$ cat config.mk
export PLATFORM = sky130hd
export DESIGN_NAME = bxa_div
export DESIGN_NICKNAME = d
export VERILOG_FILES = /design/src/rtl/box_average_downsampler_macros.svh /design/src/rtl/bxa_pkg.sv /design/src/rtl/bxa_div.sv
export SDC_FILE = /design/constraint.sdc
export NUM_CORES = 1
export LEC_CHECK = 0
export CORE_ASPECT_RATIO = 0.9
export CORE_MARGIN = 3
export CORE_UTILIZATION = 40
export CTS_CLUSTER_DIAMETER = 100
export DETAILED_ROUTE_END_ITERATION = 10
export DONT_BUFFER_PORTS = 1
export GPL_ROUTABILITY_DRIVEN = 0
export PLACE_DENSITY_LB_ADDON = 0.2
export SLEW_MARGIN = 0
export SYNTH_ARGS = -nofsm -noshare
export SYNTH_HDL_FRONTEND = slang
export SYNTH_SLANG_ARGS = --single-unit
$ cat constraint.sdc
create_clock -name clk -period 5.1 [get_ports clk]
set_clock_uncertainty 0.2 [all_clocks]
set_input_delay 0.765 -clock clk [delete_from_list [all_inputs] [get_ports clk]]
set_output_delay 0.765 -clock clk [all_outputs]
set_load 0.02 [all_outputs]
$ cat src/rtl/box_average_downsampler_macros.svh
// Assertion helpers for the downsampler RTL.
`ifndef BOX_AVERAGE_DOWNSAMPLER_MACROS_SVH
`define BOX_AVERAGE_DOWNSAMPLER_MACROS_SVH

`ifndef SYNTHESIS
// same-cycle implication
`define BXA_ASSERT_IMPL(label, clk, rst_n, ante, cons, msg) \
  label: assert property (@(posedge clk) disable iff (!rst_n) (ante) |-> (cons)) \
    else $error(msg);
// next-cycle implication
`define BXA_ASSERT_NEXT(label, clk, rst_n, ante, cons, msg) \
  label: assert property (@(posedge clk) disable iff (!rst_n) (ante) |=> (cons)) \
    else $error(msg);
`else
`define BXA_ASSERT_IMPL(label, clk, rst_n, ante, cons, msg)
`define BXA_ASSERT_NEXT(label, clk, rst_n, ante, cons, msg)
`endif

`endif

$ cat src/rtl/bxa_pkg.sv
package bxa_pkg;

  localparam int MAX_COLS   = 1024;
  localparam int MAX_FACTOR = 16;
  localparam int MAX_ROWS   = 4096;

  localparam int PIX_W  = 8;
  localparam int ROW_W  = 12;
  localparam int COL_W  = $clog2(MAX_COLS);
  localparam int SUM_W  = 16;
  localparam int FAC_W  = 5;
  localparam int ROWS_W = 13;
  localparam int COLS_W = 11;
  localparam int CFG_W  = 13;
  localparam int PH_W   = $clog2(MAX_FACTOR);

  // divider operand widths
  localparam int DIV_N   = 16;
  localparam int DVS_W   = 9;
  localparam int DCNT_W  = $clog2(DIV_N + 1);

  // configuration register indexes
  localparam logic [1:0] CFG_IDX_FACTOR = 2'd0;
  localparam logic [1:0] CFG_IDX_ROWS   = 2'd1;
  localparam logic [1:0] CFG_IDX_COLS   = 2'd2;

  // per-pixel control decided at acceptance
  typedef struct packed {
    logic use_pix;
    logic row_first;
    logic row_last;
    logic col_first;
    logic emit;
  } bxa_ctl_t;

  // output position carried with a block
  typedef struct packed {
    logic             frame_last;
    logic [ROW_W-1:0] blk_row;
    logic [COL_W-1:0] blk_col;
  } bxa_pos_t;

endpackage

$ cat src/rtl/bxa_div.sv
// Restoring unsigned divider, one quotient bit per cycle.
module bxa_div (
  input  logic                       clk,
  input  logic                       rst_n,
  input  logic                       start,
  input  logic [bxa_pkg::DIV_N-1:0]  dividend,
  input  logic [bxa_pkg::DVS_W-1:0]  divisor,
  output logic                       busy,
  output logic                       done,
  output logic [bxa_pkg::DIV_N-1:0]  quotient,
  output logic [bxa_pkg::DVS_W-1:0]  remainder
);

  logic [bxa_pkg::DIV_N-1:0]  quo_r;
  logic [bxa_pkg::DVS_W-1:0]  rem_r;
  logic [bxa_pkg::DVS_W-1:0]  dvs_r;
  logic [bxa_pkg::DCNT_W-1:0] cnt_r;
  logic                       busy_r;
  logic                       done_r;
  logic [bxa_pkg::DVS_W:0]    trial;
  logic                       fits;

  assign trial = {rem_r, quo_r[bxa_pkg::DIV_N-1]};
  assign fits  = trial >= {1'b0, dvs_r};

  always_ff @(posedge clk) begin
    if (!rst_n) begin
      busy_r <= 1'b0;
      done_r <= 1'b0;
      cnt_r  <= '0;
    end else begin
      done_r <= 1'b0;
      if (start) begin
        busy_r <= 1'b1;
        cnt_r  <= bxa_pkg::DCNT_W'(bxa_pkg::DIV_N);
      end else if (busy_r) begin
        cnt_r <= cnt_r - 1'b1;
        if (cnt_r == bxa_pkg::DCNT_W'(1)) begin
          busy_r <= 1'b0;
          done_r <= 1'b1;
        end
      end
    end
  end

  always_ff @(posedge clk) begin
    if (start) begin
      quo_r <= dividend;
      rem_r <= '0;
      dvs_r <= divisor;
    end else if (busy_r) begin
      quo_r <= {quo_r[bxa_pkg::DIV_N-2:0], fits};
      rem_r <= fits ? bxa_pkg::DVS_W'(trial - {1'b0, dvs_r})
                    : trial[bxa_pkg::DVS_W-1:0];
    end
  end

  assign busy      = busy_r;
  assign done      = done_r;
  assign quotient  = quo_r;
  assign remainder = rem_r;

endmodule

==> impl_metrics.yaml <==
place:
  place_ws_ns: 2.27
  io_buffers: 0
  hpwlAfterDp_um: 3050
synth:
  synth-seq-cells: 41
  yosys.area.top_type: "edfxtp_1"
  ys_warn_count: 0
  synth_area_um2: 2130
  netlist_instances: 182
  yosysMostFrequentCell: "edfxtp_1"
  synth_fp_nets: 222
  synth-edff-count: 25
  synth_top_area_frac: 0.352
  synth.area.top_cells: "edfxtp_1, dfxtp_1, mux2_2"
  ys_async_sr_fraction: 0
  synth_seq_area_share: 0.502
  avgSynthCellArea_um2: 11.7
  synth.distinct_cells: 43
  synthFlopType: "edfxtp_1"
  yosys-top-cells-count: "edfxtp_1, mux2_2, dfxtp_1"
clock_network:
  clkLatencyLatePin_ns: 0.29
  cts_made_buffers: 5
  cts-resized-gates: 0
  postCtsHoldBufs: 0
  clk_path_buf_depth: 2
  cts_tree: "yes"
  cts_root_buf: "clkbuf_8"
  postCtsSetupRepairBufs: 0
  h-tree-depth: 2
  cts.sinks: 41
  path_clk_slew_ns: 0.08
global_route:
  grt_pass1_wl_um: 6560
  grt_pass1_vias: 1326
  grt.total_usage: 0.136
  antenna_found_initial: 0
  grt_max_degree: 39
  gr-total-overflow: 0
sta:
  setup_tns_ns: 0
  fmax_ghz: 0.352
  period_share: 0.556
  setup_viol: 0
  slew_headroom: 0.350
  holdWs_ns: 0.305
  worst_pin_slew_ns: 0.973
  finalMaxSlewViolations: 0
  finalCriticalPeriod_ns: 2.84
  layout_setup_ws_ns: 2.26
  hold_viol: 0
  rsz0062_at_grt: "false"
floorplan:
  dieArea_um2: 6250
  start_util: 0.428
  dieWidth_um: 83
  die_h_um: 75.3
  num_rows: 24
  core_area_um2: 4980
  pin_count: 55
drt:
  drc: 0
  ant_nets: 0
  wl_um: 4090
  viasPerCell: 5.55
  wl_per_cell_um: 16.4
  vias: 1388
  drt_iter0_markers: 102
  firstDrtPassIters: 4
critical_path:
  cp.required_ns: 5.10
  arrival_ns: 2.83
  cp_top_family: "compound AO/OA/AOI/OAI gates"
  max_stage_delay_ns: 0.52
  path_buf_inv: 2
  worstSetupEndpointType: "flop"
  path_max_fanout: 6
  cp-start-kind: "flop"
  path_class: "reg -> reg"
  critPathSlowestCell: "edfxtp_1"
  path_cells: "inv_1 > ha_1 > inv_1 > fa_1 > a211oi_2 > o31a_1 > o211a_2 > nand2_1 > a311oi_1"
  cpMostUsedCell: "inv_1"
power:
  irDropWorstVdd_v: 0.000217
  p_seq_frac: 0.514
  swShare: 0.294
  p_leak_uw: 0.000872
  power_frac_clock: 0.297
  p_int_uw: 606
  power_frac_comb: 0.189
  p_switching_uw: 252
  p_total_uw: 859
  powerDensity_nw_per_um2: 372
cells_and_area:
  post-route-util: 0.463
  final_nets: 224
  antenna-diode-count: 0
  drive_gt1_frac: 0.178
  syn_to_final_growth_pct: 8.09
run:
  cap_violations: 0
hold_path:
  hold_path_class: "reg -> reg"
run_status:
  status: "complete, no violations"
## per-stage QoR
stage,std cells,instance area [µm²]
6_report,250,2310
4_1_cts,250,2310
5_1_grt,250,2310
3_5_place_dp,242,2200
3_3_place_gp,242,2200
2_1_floorplan,182,2130
## state kept, by name, indices dropped and copies added (netlist names)
signal / cells
quotient: 16
busy: 1
done: 1
cnt_r: 5
remainder: 9
dvs_r: 9
## final timing paths
path | from | end | slack, ns | depth (start not counted)
worst min-delay path | cnt_r[1]$_SDFFE_PP0P_ | cnt_r[1]$_SDFFE_PP0P_ | 0.31 | 2
worst max register to register | quotient[15]$_DFFE_PP_ | remainder[7]$_SDFFE_PP0P_ | 2.26 | 9
worst max-delay path | quotient[15]$_DFFE_PP_ | remainder[7]$_SDFFE_PP0P_ | 2.26 | 9
worst min register to register | cnt_r[1]$_SDFFE_PP0P_ | cnt_r[1]$_SDFFE_PP0P_ | 0.31 | 2
## worst reg2reg max path, stage by stage (launching register included)
cell and delay [ns]:
edfxtp_1 0.52, inv_1 0.10, ha_1 0.17, inv_1 0.06, fa_1 0.41, a211oi_2 0.32, o31a_1 0.32, o211a_2 0.30
nand2_1 0.07, a311oi_1 0.28
## cell families (layout without fill, tap and decap cells)
logic type / after synthesis / count (layout) / synth area share
compound gates: 33 / 33 / 0.121
buf+inv: 20 / 23 / 0.0352
simple gates: 45 / 45 / 0.117
flops: 41 / 41 / 0.502
fa+ha+maj: 12 / 12 / 0.0739
xor+xnor: 8 / 8 / 0.0328
mux: 23 / 23 / 0.118
## layout by cell type, fill, tap and decap left out, drive strengths merged, types with 2 or more instances in the layout
cell type and n:
nand3 3, o31ai 2, a21oi 8, nand2b 3
nand2 7, dfxtp 16, a311oi 3, ha 11
edfxtp 25, o211ai 3, a211oi 8, clkbuf 5
nand4b 2, mux2 17, nor3 5, inv 15
nor2 15, xor2 5, mux2i 6, nor4 2
xnor2 3
## power by group through the flow
stage / clock (µW) / sequential, µW / combinational, µW
6_report: 255 / 441 / 162
3_3_place_gp: 0 / 449 / 157
2_1_floorplan: 0 / 438 / 141
5_1_grt: 279 / 447 / 182
4_1_cts: 263 / 443 / 162
3_5_place_dp: 0 / 450 / 162
## final cells by class
cell class,count,area (µm²)
Tap cell,65,81.3
Inverter,15,56.3
Fill cell,479,2680
Sequential cell,41,1070
Clock inverter,3,41.3
Clock buffer,5,68.8
Multi-Input combinational cell,121,988
## layer usage
layer | global-route usage | wire [µm] | up-vias
li1 | - | - | 676
met5 | 0 | 0 | -
met3 | 0.0519 | 345 | 8
met4 | 0.0563 | 56 | 0
met2 | 0.209 | 1920 | 43
met1 | 0.174 | 1770 | 661
(Power assumes the default switching activity.)
